===== src/mrbls_pkg.sv =====
// Package for the marker ring border line scanner.
// Holds the configuration register set, register indexes, area and outcome codes.
// No dependencies.
package mrbls_pkg;

  // Default coordinate width of pixel_x / pixel_y and of the border fields.
  localparam int unsigned CoordWidthDef = 12;

  // Width of a color code and of the configuration data.
  localparam int unsigned CodeWidth = 8;

  // Width of the scan direction tag.
  localparam int unsigned DirWidth = 3;

  // Width of the result outcome field.
  localparam int unsigned OutcomeWidth = 2;

  // Width of the unrecognized pixel counter.
  localparam int unsigned UnkCntWidth = 9;

  // Width of the configuration register index.
  localparam int unsigned CfgIdxWidth = 3;

  // Code that the initial area takes as its own.
  localparam logic [CodeWidth-1:0] InitialMark = 8'd254;

  // Configuration register indexes.
  typedef enum logic [CfgIdxWidth-1:0] {
    REG_CODE_BLUE    = 3'd0,
    REG_CODE_RED     = 3'd1,
    REG_CODE_GREEN   = 3'd2,
    REG_CODE_UNKNOWN = 3'd3,
    REG_CODE_BLACK   = 3'd4,
    REG_CODE_WHITE   = 3'd5,
    REG_MAX_UNKNOWN  = 3'd6
  } cfg_reg_e;

  // Result outcome codes.
  typedef enum logic [OutcomeWidth-1:0] {
    OUT_VALID  = 2'd0,
    OUT_REJECT = 2'd1,
    OUT_NO_END = 2'd2
  } outcome_e;

  // Area of the scan line, one-hot.
  typedef enum logic [4:0] {
    AREA_INITIAL = 5'b00001,
    AREA_BLUE    = 5'b00010,
    AREA_RED     = 5'b00100,
    AREA_GREEN   = 5'b01000,
    AREA_AFTER   = 5'b10000
  } area_e;

  // Configuration register set.
  typedef struct packed {
    logic [CodeWidth-1:0] code_blue;
    logic [CodeWidth-1:0] code_red;
    logic [CodeWidth-1:0] code_green;
    logic [CodeWidth-1:0] code_unknown;
    logic [CodeWidth-1:0] code_black;
    logic [CodeWidth-1:0] code_white;
    logic [CodeWidth-1:0] max_unknown;
  } cfg_t;

  // Configuration values after reset.
  localparam cfg_t CfgReset = '{
    code_blue:    8'd1,
    code_red:     8'd2,
    code_green:   8'd3,
    code_unknown: 8'd0,
    code_black:   8'd4,
    code_white:   8'd5,
    max_unknown:  8'd10
  };

endpackage


===== src/marker_ring_border_line_scanner.sv =====
// Top level of the marker ring border line scanner: configuration registers,
// input register stage and scan core. Depends on mrbls_pkg, mrbls_in_reg, mrbls_core.
//
// Channel  | Direction | Item
// s_axis   | in        | one pixel of a scan line, tlast marks the line's final pixel
// m_axis   | out       | one result per scan line (valid, rejected or red end not found)
// cfg      | in        | one register write, index and 8-bit value
//
// One pixel item is taken per cycle while m_axis does not stall. The pixel goes
// into the input register at the edge that accepts it and is folded into the line
// state when the scan core takes it, which also loads the result register that
// drives m_axis. All state updates for a pixel are done together in the scan core.
// A stall on m_axis holds the result and backs up into the input register, then
// into s_axis_tready. Reset clears all line state and loads the default color
// codes; cfg writes are always taken.
module marker_ring_border_line_scanner
  import mrbls_pkg::*;
#(
  parameter int unsigned COORD_WIDTH = CoordWidthDef
) (
  input  logic                   clk_i,
  input  logic                   rst_ni,
  // pixel_code, pixel_x, pixel_y, line_direction, zero fill
  input  logic [((CodeWidth + 2*COORD_WIDTH + DirWidth + 7) / 8) * 8 - 1:0] s_axis_tdata,
  input  logic                   s_axis_tvalid,
  output logic                   s_axis_tready,
  // last_of_line
  input  logic                   s_axis_tlast,
  // outcome, inner_x, inner_y, outer_x, outer_y, result_direction, zero fill
  output logic [((OutcomeWidth + 4*COORD_WIDTH + DirWidth + 7) / 8) * 8 - 1:0] m_axis_tdata,
  output logic                   m_axis_tvalid,
  input  logic                   m_axis_tready,
  input  logic                   cfg_valid_i,
  output logic                   cfg_ready_o,
  input  logic [CfgIdxWidth-1:0] cfg_index_i,
  input  logic [CodeWidth-1:0]   cfg_data_i
);

  localparam int unsigned IN_W = ((CodeWidth + 2*COORD_WIDTH + DirWidth + 7) / 8) * 8;

  cfg_t cfg_q;

  logic            item_valid;
  logic            item_take;
  logic [IN_W-1:0] item_data;
  logic            item_last;

  // Configuration registers; a write is always accepted.
  assign cfg_ready_o = 1'b1;

  always_ff @(posedge clk_i or negedge rst_ni) begin
    if (!rst_ni) begin
      cfg_q <= CfgReset;
    end else if (cfg_valid_i) begin
      case (cfg_index_i)
        REG_CODE_BLUE:    cfg_q.code_blue    <= cfg_data_i;
        REG_CODE_RED:     cfg_q.code_red     <= cfg_data_i;
        REG_CODE_GREEN:   cfg_q.code_green   <= cfg_data_i;
        REG_CODE_UNKNOWN: cfg_q.code_unknown <= cfg_data_i;
        REG_CODE_BLACK:   cfg_q.code_black   <= cfg_data_i;
        REG_CODE_WHITE:   cfg_q.code_white   <= cfg_data_i;
        REG_MAX_UNKNOWN:  cfg_q.max_unknown  <= cfg_data_i;
        default: begin
        end
      endcase
    end
  end

  // Input register stage.
  mrbls_in_reg #(
    .DATA_W (IN_W)
  ) u_in_reg (
    .clk_i     (clk_i),
    .rst_ni    (rst_ni),
    .s_valid_i (s_axis_tvalid),
    .s_ready_o (s_axis_tready),
    .s_data_i  (s_axis_tdata),
    .s_last_i  (s_axis_tlast),
    .valid_o   (item_valid),
    .take_i    (item_take),
    .data_o    (item_data),
    .last_o    (item_last)
  );

  // Scan core with result register.
  mrbls_core #(
    .COORD_WIDTH (COORD_WIDTH)
  ) u_core (
    .clk_i       (clk_i),
    .rst_ni      (rst_ni),
    .cfg_i       (cfg_q),
    .in_valid_i  (item_valid),
    .in_take_o   (item_take),
    .in_data_i   (item_data),
    .in_last_i   (item_last),
    .out_valid_o (m_axis_tvalid),
    .out_ready_i (m_axis_tready),
    .out_data_o  (m_axis_tdata)
  );

endmodule


===== src/mrbls_in_reg.sv =====
// Input register stage of the marker ring border line scanner.
// Holds one accepted pixel item until the scan core takes it.
// Depends on nothing outside this file.
module mrbls_in_reg #(
  parameter int unsigned DATA_W = 40
) (
  input  logic              clk_i,
  input  logic              rst_ni,
  input  logic              s_valid_i,
  output logic              s_ready_o,
  input  logic [DATA_W-1:0] s_data_i,
  input  logic              s_last_i,
  output logic              valid_o,
  input  logic              take_i,
  output logic [DATA_W-1:0] data_o,
  output logic              last_o
);

  logic              valid_q, valid_d;
  logic [DATA_W-1:0] data_q;
  logic              last_q;

  // The stage is free when empty or when its item leaves in this cycle.
  assign s_ready_o = !valid_q || take_i;

  always_comb begin
    valid_d = valid_q;
    if (s_valid_i && s_ready_o) begin
      valid_d = 1'b1;
    end else if (take_i) begin
      valid_d = 1'b0;
    end
  end

  always_ff @(posedge clk_i or negedge rst_ni) begin
    if (!rst_ni) begin
      valid_q <= 1'b0;
    end else begin
      valid_q <= valid_d;
    end
  end

  // Payload needs no reset.
  always_ff @(posedge clk_i) begin
    if (s_valid_i && s_ready_o) begin
      data_q <= s_data_i;
      last_q <= s_last_i;
    end
  end

  assign valid_o = valid_q;
  assign data_o  = data_q;
  assign last_o  = last_q;

endmodule


===== src/mrbls_core.sv =====
// Scan core of the marker ring border line scanner: line state, area rules and
// the result register. Depends on mrbls_pkg.
module mrbls_core
  import mrbls_pkg::*;
#(
  parameter int unsigned COORD_WIDTH = CoordWidthDef
) (
  input  logic                 clk_i,
  input  logic                 rst_ni,
  input  cfg_t                 cfg_i,
  input  logic                 in_valid_i,
  output logic                 in_take_o,
  input  logic [((CodeWidth + 2*COORD_WIDTH + DirWidth + 7) / 8) * 8 - 1:0] in_data_i,
  input  logic                 in_last_i,
  output logic                 out_valid_o,
  input  logic                 out_ready_i,
  output logic [((OutcomeWidth + 4*COORD_WIDTH + DirWidth + 7) / 8) * 8 - 1:0] out_data_o
);

  localparam int unsigned CW    = COORD_WIDTH;
  localparam int unsigned OUT_W = ((OutcomeWidth + 4*CW + DirWidth + 7) / 8) * 8;
  localparam int unsigned OUT_USED = OutcomeWidth + 4*CW + DirWidth;

  // Unpacked fields of the pixel item.
  logic [CodeWidth-1:0] pix_code;
  logic [CW-1:0]        pix_x, pix_y;
  logic [DirWidth-1:0]  pix_dir;

  assign pix_code = in_data_i[CodeWidth-1:0];
  assign pix_x    = in_data_i[CodeWidth +: CW];
  assign pix_y    = in_data_i[CodeWidth+CW +: CW];
  assign pix_dir  = in_data_i[CodeWidth+2*CW +: DirWidth];

  // Line state.
  area_e                  area_q, area_d;
  logic [CodeWidth-1:0]   prev_code_q, prev_code_d;
  logic                   prev_present_q, prev_present_d;
  logic [CW-1:0]          run_x_q, run_x_d, run_y_q, run_y_d;
  logic [UnkCntWidth-1:0] unk_cnt_q, unk_cnt_d;
  logic [CW-1:0]          inner_x_q, inner_x_d, inner_y_q, inner_y_d;
  logic [CW-1:0]          outer_x_q, outer_x_d, outer_y_q, outer_y_d;
  logic                   settled_q, settled_d;

  // Result register.
  logic             out_valid_q;
  logic [OUT_W-1:0] out_data_q;

  // Per-item decision signals.
  logic                   fire;
  logic                   is_unknown;
  logic [UnkCntWidth-1:0] unk_cnt_inc;
  logic                   over_limit;
  logic                   new_run;
  logic [CodeWidth-1:0]   area_code;
  area_e                  adv_area;
  logic                   adv_rej;
  logic                   adv_inner, adv_outer;
  logic                   emit, clear_line;
  outcome_e               res_outcome;
  logic [CW-1:0]          res_inner_x, res_inner_y, res_outer_x, res_outer_y;

  // An item moves on when the result register is free or being emptied.
  assign fire      = in_valid_i && (!out_valid_q || out_ready_i);
  assign in_take_o = fire;

  // Unrecognized pixel count and limit check.
  assign is_unknown  = (pix_code == cfg_i.code_unknown);
  assign unk_cnt_inc = is_unknown ? unk_cnt_q + 1'b1 : unk_cnt_q;
  assign over_limit  = is_unknown && (unk_cnt_inc > {1'b0, cfg_i.max_unknown});
  assign new_run     = !prev_present_q || (pix_code != prev_code_q);

  // Code that belongs to the current area.
  always_comb begin
    case (area_q)
      AREA_BLUE:  area_code = cfg_i.code_blue;
      AREA_RED:   area_code = cfg_i.code_red;
      AREA_GREEN: area_code = cfg_i.code_green;
      AREA_AFTER: area_code = cfg_i.code_unknown;
      default:    area_code = InitialMark;
    endcase
  end

  // Area rules for a confirmed run of a code other than the area's own.
  always_comb begin
    adv_area  = area_q;
    adv_rej   = 1'b0;
    adv_inner = 1'b0;
    adv_outer = 1'b0;
    if (pix_code != area_code) begin
      case (area_q)
        AREA_INITIAL: begin
          if (pix_code != cfg_i.code_blue) begin
            adv_rej = 1'b1;
          end else begin
            adv_area = AREA_BLUE;
          end
        end
        AREA_BLUE: begin
          if (pix_code == cfg_i.code_red) begin
            adv_area  = AREA_RED;
            adv_inner = 1'b1;
          end else if (pix_code == cfg_i.code_green) begin
            adv_rej = 1'b1;
          end
        end
        AREA_RED: begin
          if (pix_code == cfg_i.code_green) begin
            adv_area  = AREA_GREEN;
            adv_outer = 1'b1;
          end else if (pix_code == cfg_i.code_blue) begin
            adv_rej = 1'b1;
          end else if (is_unknown || pix_code == cfg_i.code_black ||
                       pix_code == cfg_i.code_white) begin
            adv_area  = AREA_AFTER;
            adv_outer = 1'b1;
          end
        end
        default: begin
        end
      endcase
    end
  end

  // Next line state and result for the item that moves on.
  always_comb begin
    area_d         = area_q;
    prev_code_d    = prev_code_q;
    prev_present_d = prev_present_q;
    run_x_d        = run_x_q;
    run_y_d        = run_y_q;
    unk_cnt_d      = unk_cnt_q;
    inner_x_d      = inner_x_q;
    inner_y_d      = inner_y_q;
    outer_x_d      = outer_x_q;
    outer_y_d      = outer_y_q;
    settled_d      = settled_q;
    emit           = 1'b0;
    clear_line     = 1'b0;
    res_outcome    = OUT_VALID;

    if (fire) begin
      if (settled_q) begin
        // A settled line only waits for its last pixel.
        clear_line = in_last_i;
      end else begin
        unk_cnt_d = unk_cnt_inc;
        if (over_limit) begin
          emit        = 1'b1;
          res_outcome = (area_q inside {AREA_GREEN, AREA_AFTER}) ? OUT_VALID : OUT_NO_END;
          clear_line  = in_last_i;
          settled_d   = !in_last_i;
        end else if (new_run) begin
          prev_code_d    = pix_code;
          prev_present_d = 1'b1;
          run_x_d        = pix_x;
          run_y_d        = pix_y;
          if (in_last_i) begin
            emit        = 1'b1;
            res_outcome = (area_q inside {AREA_GREEN, AREA_AFTER}) ? OUT_VALID : OUT_NO_END;
            clear_line  = 1'b1;
          end
        end else if (adv_rej) begin
          emit        = 1'b1;
          res_outcome = OUT_REJECT;
          clear_line  = in_last_i;
          settled_d   = !in_last_i;
        end else begin
          area_d = adv_area;
          if (adv_inner) begin
            inner_x_d = run_x_q;
            inner_y_d = run_y_q;
          end
          if (adv_outer) begin
            outer_x_d = run_x_q;
            outer_y_d = run_y_q;
          end
          if (in_last_i) begin
            emit        = 1'b1;
            res_outcome = (adv_area inside {AREA_GREEN, AREA_AFTER}) ? OUT_VALID : OUT_NO_END;
            clear_line  = 1'b1;
          end
        end
      end
    end

    // The result shows the borders as they stand after this pixel.
    res_inner_x = inner_x_d;
    res_inner_y = inner_y_d;
    res_outer_x = outer_x_d;
    res_outer_y = outer_y_d;

    // A closed line starts over from the reset values.
    if (clear_line) begin
      area_d         = AREA_INITIAL;
      prev_code_d    = '0;
      prev_present_d = 1'b0;
      run_x_d        = '0;
      run_y_d        = '0;
      unk_cnt_d      = '0;
      inner_x_d      = '0;
      inner_y_d      = '0;
      outer_x_d      = '0;
      outer_y_d      = '0;
      settled_d      = 1'b0;
    end
  end

  // Line state registers.
  always_ff @(posedge clk_i or negedge rst_ni) begin
    if (!rst_ni) begin
      area_q         <= AREA_INITIAL;
      prev_code_q    <= '0;
      prev_present_q <= 1'b0;
      run_x_q        <= '0;
      run_y_q        <= '0;
      unk_cnt_q      <= '0;
      inner_x_q      <= '0;
      inner_y_q      <= '0;
      outer_x_q      <= '0;
      outer_y_q      <= '0;
      settled_q      <= 1'b0;
    end else begin
      area_q         <= area_d;
      prev_code_q    <= prev_code_d;
      prev_present_q <= prev_present_d;
      run_x_q        <= run_x_d;
      run_y_q        <= run_y_d;
      unk_cnt_q      <= unk_cnt_d;
      inner_x_q      <= inner_x_d;
      inner_y_q      <= inner_y_d;
      outer_x_q      <= outer_x_d;
      outer_y_q      <= outer_y_d;
      settled_q      <= settled_d;
    end
  end

  // Result valid flag.
  always_ff @(posedge clk_i or negedge rst_ni) begin
    if (!rst_ni) begin
      out_valid_q <= 1'b0;
    end else if (fire && emit) begin
      out_valid_q <= 1'b1;
    end else if (out_ready_i) begin
      out_valid_q <= 1'b0;
    end
  end

  // Result payload, packed from the lowest bit up.
  always_ff @(posedge clk_i) begin
    if (fire && emit) begin
      out_data_q <= {{(OUT_W - OUT_USED){1'b0}}, pix_dir, res_outer_y, res_outer_x,
                     res_inner_y, res_inner_x, res_outcome};
    end
  end

  assign out_valid_o = out_valid_q;
  assign out_data_o  = out_data_q;

endmodule


===== config.mk =====
export PLATFORM = sky130hd
export DESIGN_NAME = marker_ring_border_line_scanner
export DESIGN_NICKNAME = d
export VERILOG_FILES = /design/src/mrbls_pkg.sv /design/src/marker_ring_border_line_scanner.sv /design/src/mrbls_in_reg.sv /design/src/mrbls_core.sv
export SDC_FILE = /design/constraint.sdc
export NUM_CORES = 1
export LEC_CHECK = 0
export BUFFER_PORTS_ARGS = -buffer_cell sky130_fd_sc_hd__buf_4
export CAP_MARGIN = 10
export CORE_MARGIN = 2
export CORE_UTILIZATION = 56
export DETAILED_ROUTE_END_ITERATION = 10
export PLACE_DENSITY_LB_ADDON = 0.08
export SYNTH_ARGS = -nofsm -noshare
export SYNTH_HDL_FRONTEND = slang
export SYNTH_HIERARCHICAL = 1
export SYNTH_SLANG_ARGS = --single-unit
export TNS_END_PERCENT = 30

===== constraint.sdc =====
create_clock -name clk_i -period 10.6 [get_ports clk_i]
set_input_delay 0.53 -clock clk_i [delete_from_list [all_inputs] [get_ports clk_i]]
set_output_delay 0.53 -clock clk_i [all_outputs]
set_load 0.1 [all_outputs]

## Word-level counts from Yosys, hierarchy flattened

Cells that the tools add are included.

- Add/subtract/negate cells: 1
- $lt $le $gt $ge: 1
- Eq/ne operators: 26
- Mux-type cells: 109
- Bitwise gates (word level): 1
- Reductions and logical operators: 31

Operators with widths:

| operator | number |
|---|---|
| 12-bit two-way mux | 38 |
| 5-bit two-way mux | 12 |
| 8-bit == test | 6 |
| 1-bit two-way mux | 40 |
| 8-bit two-way mux | 5 |
| 9-bit two-way mux | 4 |
| 8-bit case mux with 4 select lines | 1 |
| 8-bit != test | 3 |
| 2-bit AND reduction | 8 |
| 5-bit case mux with 3 select lines | 1 |
| 2-bit two-way mux | 7 |
| 2-bit nonzero test | 6 |
| 5-bit by 4-bit == test with 1-bit output, second input constant | 2 |
| 5-bit == test, second input constant | 2 |
| 9-bit by 1-bit adder with 9-bit output, second input constant | 1 |
| 3-bit == test, second input constant | 3 |
| 9-bit by 8-bit greater-than comparator with 1-bit output | 1 |
| 2-bit != test, second input constant | 4 |
| 3-bit by 2-bit == test with 1-bit output, second input constant | 2 |
| 5-bit by 1-bit == test with 1-bit output, second input constant | 1 |
| 5-bit by 2-bit == test with 1-bit output, second input constant | 1 |
| 5-bit by 3-bit == test with 1-bit output, second input constant | 1 |
| 1-bit logical OR | 5 |
| 5-bit AND reduction | 1 |
| 8 further kinds | 14 |

- Bits in registers: 243
- Input port bits: 57
- Output and inout port bits: 59
- Logic and storage cells: 193

## Longest topological paths before layout

- Depth after elaboration: 15
- Depth in mapped cells: 19

## Cells and area by module

Netlist, hierarchy kept.

By module, submodules not included:

| module | instances | cells each | area each (µm²) | seq. area each (µm²) |
|---|---|---|---|---|
| mrbls_core | 1 | 633 | 7746.2 | 4020.1 |
| marker_ring_border_line_scanner | 1 | 128 | 2169.6 | 1412.6 |
| mrbls_in_reg | 1 | 45 | 1285.0 | 1256.2 |

## Least setup slack after synthesis

OpenSTA, ideal clock, no wires.

- Path kind: register to register
- From: register u_in_reg.data_q[7], in the netlist u_in_reg/data_o[7]
- To: register u_core.out_data_q[0], in the netlist u_core/out_data_o[0], enable pin
- Setup time: 0.483 ns
- Data arrival time: 5.725 ns
- Data required time: 10.117 ns
- Setup slack: 4.392 ns
- Stages on the path, launching flop included: 17
- Period minus slack after synthesis: 6.208 ns
- Cells stage by stage: edfxtp_1 -> buf_2 -> xor2_1 -> nor4_1 -> nand2_1 -> inv_1 -> nand4_1 -> xnor2_1 -> ha_1 -> nand2_1 -> a21oi_1 -> o221ai_1 -> a221o_1 -> a21oi_1 -> buf_2 -> a21oi_1 -> a21oi_1

- Word-level cells in the longest chain between the ends: 11

RTL lines:

| what | line | source |
|---|---|---|
| start, declared | mrbls_in_reg.sv:20 | `logic [DATA_W-1:0] data_q;` |
| start signal, assigned | mrbls_in_reg.sv:46 | `data_q <= s_data_i;` |
| 8-bit == test (on tied branches) | mrbls_core.sv:110, mrbls_core.sv:102, mrbls_core.sv:107 |  |
| 1-bit two-way mux (on tied branches) | mrbls_core.sv:110, mrbls_core.sv:102 |  |
| 1-bit two-way mux (on tied branches) | mrbls_core.sv:107, mrbls_core.sv:99 |  |
| 1-bit case mux with 3 select lines | mrbls_core.sv:90 | `case (area_q)` |
| 1-bit two-way mux | mrbls_core.sv:89 | `if (pix_code != area_code) begin` |
| 1-bit two-way mux | mrbls_core.sv:162 | `end else if (adv_rej) begin` |
| 1-bit two-way mux | mrbls_core.sv:152 | `end else if (new_run) begin` |
| 1-bit two-way mux * | mrbls_core.sv:147 | `if (over_limit) begin` |
| 1-bit two-way mux * | mrbls_core.sv:142 | `if (settled_q) begin` |
| 1-bit two-way mux * | mrbls_core.sv:141 | `if (fire) begin` |
| 1-bit logical AND * | mrbls_core.sv:250 | `if (fire && emit) begin` |
| end signal, assigned | mrbls_core.sv:251 | `out_data_q <= {{(OUT_W - OUT_USED){1'b0}}, pix_dir, res_outer_y, res_outer_x,` |
| end, declared | mrbls_core.sv:46 | `logic [OUT_W-1:0] out_data_q;` |

Mark *: on every way between the ends. The rest lies on a longest branch, timed or not.
A chain may end at the register's enable or synchronous reset.

## Worst setup path in the final report

- From: register u_in_reg.data_q[1], in the netlist u_in_reg/data_o[1]
- To: register u_core.out_data_q[16], in the netlist u_core/out_data_o[16], enable pin

Same word-level chain as after synthesis.

==> results_dict.tcl <==
set metrics [dict create \
    drv_cap 0 \
    cts_sinks 243 \
    hold_ws_ns 0.07868 \
    fin_tns_setup_ns 0 \
    holdBufCountCts 0 \
    cts_max_level 1 \
    stdcell_area_mm2 0.01279 \
    avgSynthCellArea_um2 13.80 \
    reg2reg_slack_ns 4.89 \
    numPortBuffers 106 \
    fin_crit_sh_pct 53.82 \
    hpwl_mm 14.74 \
    grt_setup_unrepaired "false" \
    initial_core_util_pct 56.97 \
    min_period_ns 5.705 \
    drtIter0Drc 363 \
    drt-vias-per-instance 5.612 \
    timing_worst_slew_pin_value_ns 1.040 \
    dr.pass1.iters 5 \
    drive_above_1_share_pct 30.73 \
    drv_slew 0 \
    max_freq_mhz 175.3 \
    postCtsSetupBuffers 0 \
    drt_wl_total_mm 22.64 \
    power_frac_comb_pct 18.1 \
    vdd_drop_max_uv 114.7 \
    gr-usage-met2_pct 39.06 \
    rows 51 \
    routabilityCongestion 0.9418 \
    path_clk_slew_ns 0.06 \
    skew_ns 0.01820 \
    use_met3_pct 2.914 \
    die_height_um 144.5 \
    cts_buffers 26 \
    path_max_fanout 42 \
    num_vias 6656 \
    power_frac_seq_pct 48.1 \
    p_leak_nw 5.554 \
    clkLatencyLatePin_ns 0.53 \
    top_usage_layer "met2" \
    grt_usage_pct 22.18 \
    overflow 0 \
    grt_pass1_wl_mm 36.23 \
    clockRootBuffer "clkbuf_16" \
    grt_max_degree 89 \
    wl_per_cell_um 19.09 \
    relSlewSlack_pct 30.66 \
    tritoncts "done" \
    worstReg2RegStart "u_in_reg/data_o[1]" \
    r2r-end "u_core/out_data_o[16]" \
    post_cts_resized 0 \
    n_antenna_cell 0 \
    ys_warn_count 6 \
    area.growth.synth_to_final_pct 15.70 \
    finish.utilization_pct 65.91 \
    status "complete, no violations" \
    swShare_pct 30.10 \
    synth_cells 801 \
    die_width_um 144.5 \
    r2r_cells 15 \
    grt_pass1_vias 6717 \
    drc 0 \
    syn_area_mm2 0.01105 \
    pwr-share-clk_pct 33.8 \
    cp-end-kind "flip-flop" \
    setup_viol 0 \
    io-pin-count 116 \
    placed_cell_area_mm2 0.01199 \
    hold_violations 0 \
    core_area_mm2 0.01940 \
    die_area_mm2 0.02087 \
    critPathKind "flip-flop to flip-flop" \
    gr-usage-met1_pct 29.47 \
    nNetsFinal 967 \
    required_ns 10.77 \
    cts_buffer_depth 3 \
    drtAntennaViolNets 0 \
    antenna_found_initial 0 \
    powerDensity_mw_per_mm2 193.4 \
    power.net_switching_mw 0.7444 \
    min_path_type "input pin to asynchronous set/reset pin" \
    intPower_mw 1.729 \
    setup.worst_path.start_class "flip-flop" \
    critPathArrivalTime_ns 5.87 \
]
per-stage QoR:
stage          worst slack [ns]  cells  power, mW
2_1_floorplan             4.392    803      1.528
4_1_cts                   4.919   1186      2.494
3_5_place_dp              4.943   1138      1.658
5_1_grt                   4.554   1186      2.574
6_report                  4.895   1186      2.473
3_3_place_gp              5.112   1138      1.639
cells in the final DEF, fill, tap and decap left out, types with 5 or more instances in the layout:
cell and instances:
edfxtp_1 89, o21a_1 5, nand2_1 27, dfrtp_1 144, mux2_4 40, a22o_1 8
clkbuf_1 5, xnor2_1 38, dfstp_2 10, mux2i_1 29, xor2_1 35, o21ai_0 13
a21oi_1 21, nand3b_1 16, nor4_1 10, a2111oi_1 8, clkinv_1 5, ha_1 9
nor2_1 50, mux2_2 65, clkbuf_16 26, nand4_1 8, nor2b_1 5, and2_1 48
nand2b_1 7, clkinv_2 7, inv_1 14, buf_4 112, a32o_1 6
registers in the layout (all words and copies together) (netlist names):
signal                 cells
cfg_q                     56
u_core/area_q              5
u_core/inner_x_q          12
u_core/inner_y_q          12
u_core/out_data_o         53
u_core/out_valid_o         1
u_core/outer_x_q          12
u_core/outer_y_q          12
u_core/prev_code_q         8
u_core/prev_present_q      1
u_core/run_x_q            12
u_core/run_y_q            12
u_core/settled_q           1
u_core/unk_cnt_q           9
u_in_reg/data_o           35
u_in_reg/last_o            1
u_in_reg/valid_o           1
worst max-delay path by stage:
stage	start	endpoint	slack [ns]	cells past startpoint
3_5_place_dp	u_in_reg/data_o[1]	u_core/out_data_o[16]	4.94	15
6_report	u_in_reg/data_o[1]	u_core/out_data_o[16]	4.89	15
2_1_floorplan	u_in_reg/data_o[7]	u_core/out_data_o[0]	4.39	16
5_1_grt	u_in_reg/data_o[1]	u_core/out_data_o[0]	4.55	15
3_3_place_gp	u_in_reg/data_o[1]	u_core/out_data_o[20]	5.11	15
4_1_cts	u_in_reg/data_o[6]	u_core/out_data_o[51]	4.92	15
critical path, cell delays in order, from the launching register on:
cell,delay (ns)
edfxtp_1,0.68
xor2_1,0.25
nor4_1,0.35
nand2_1,0.31
inv_1,0.20
nand4_1,0.24
nor2_1,0.18
xor2_1,0.23
ha_1,0.22
a211o_1,0.10
o221ai_1,0.11
a221o_1,0.37
a21oi_1,0.80
a21oi_1,0.21
a21oi_4,0.50
buf_4,0.57
cell type report:
| class | count | area, µm² |
|---|---|---|
| Tap cell | 265 | 331.6 |
| Fill cell | 1498 | 6613 |
| Clock inverter | 13 | 73.82 |
| Timing Repair Buffer | 113 | 852.1 |
| Multi-Input combinational cell | 502 | 4209 |
| Inverter | 15 | 56.30 |
| Clock buffer | 35 | 724.4 |
| Sequential cell | 243 | 6539 |
routing by layer:
metal | up-vias | routed length [µm]
li1 | 3048 | -
met1 | 3387 | 9738
met2 | 190 | 11500
met3 | 31 | 966
met4 | 0 | 433
met5 | - | 0
power by group through the flow:
stage	sequential, mW	combinational (mW)	clock, mW
3_3_place_gp	1.20	0.439	0
4_1_cts	1.19	0.451	0.852
3_5_place_dp	1.21	0.450	0
2_1_floorplan	1.31	0.215	0
6_report	1.19	0.447	0.835
5_1_grt	1.20	0.480	0.890
Note: power is estimated with default switching activity, not from simulation.
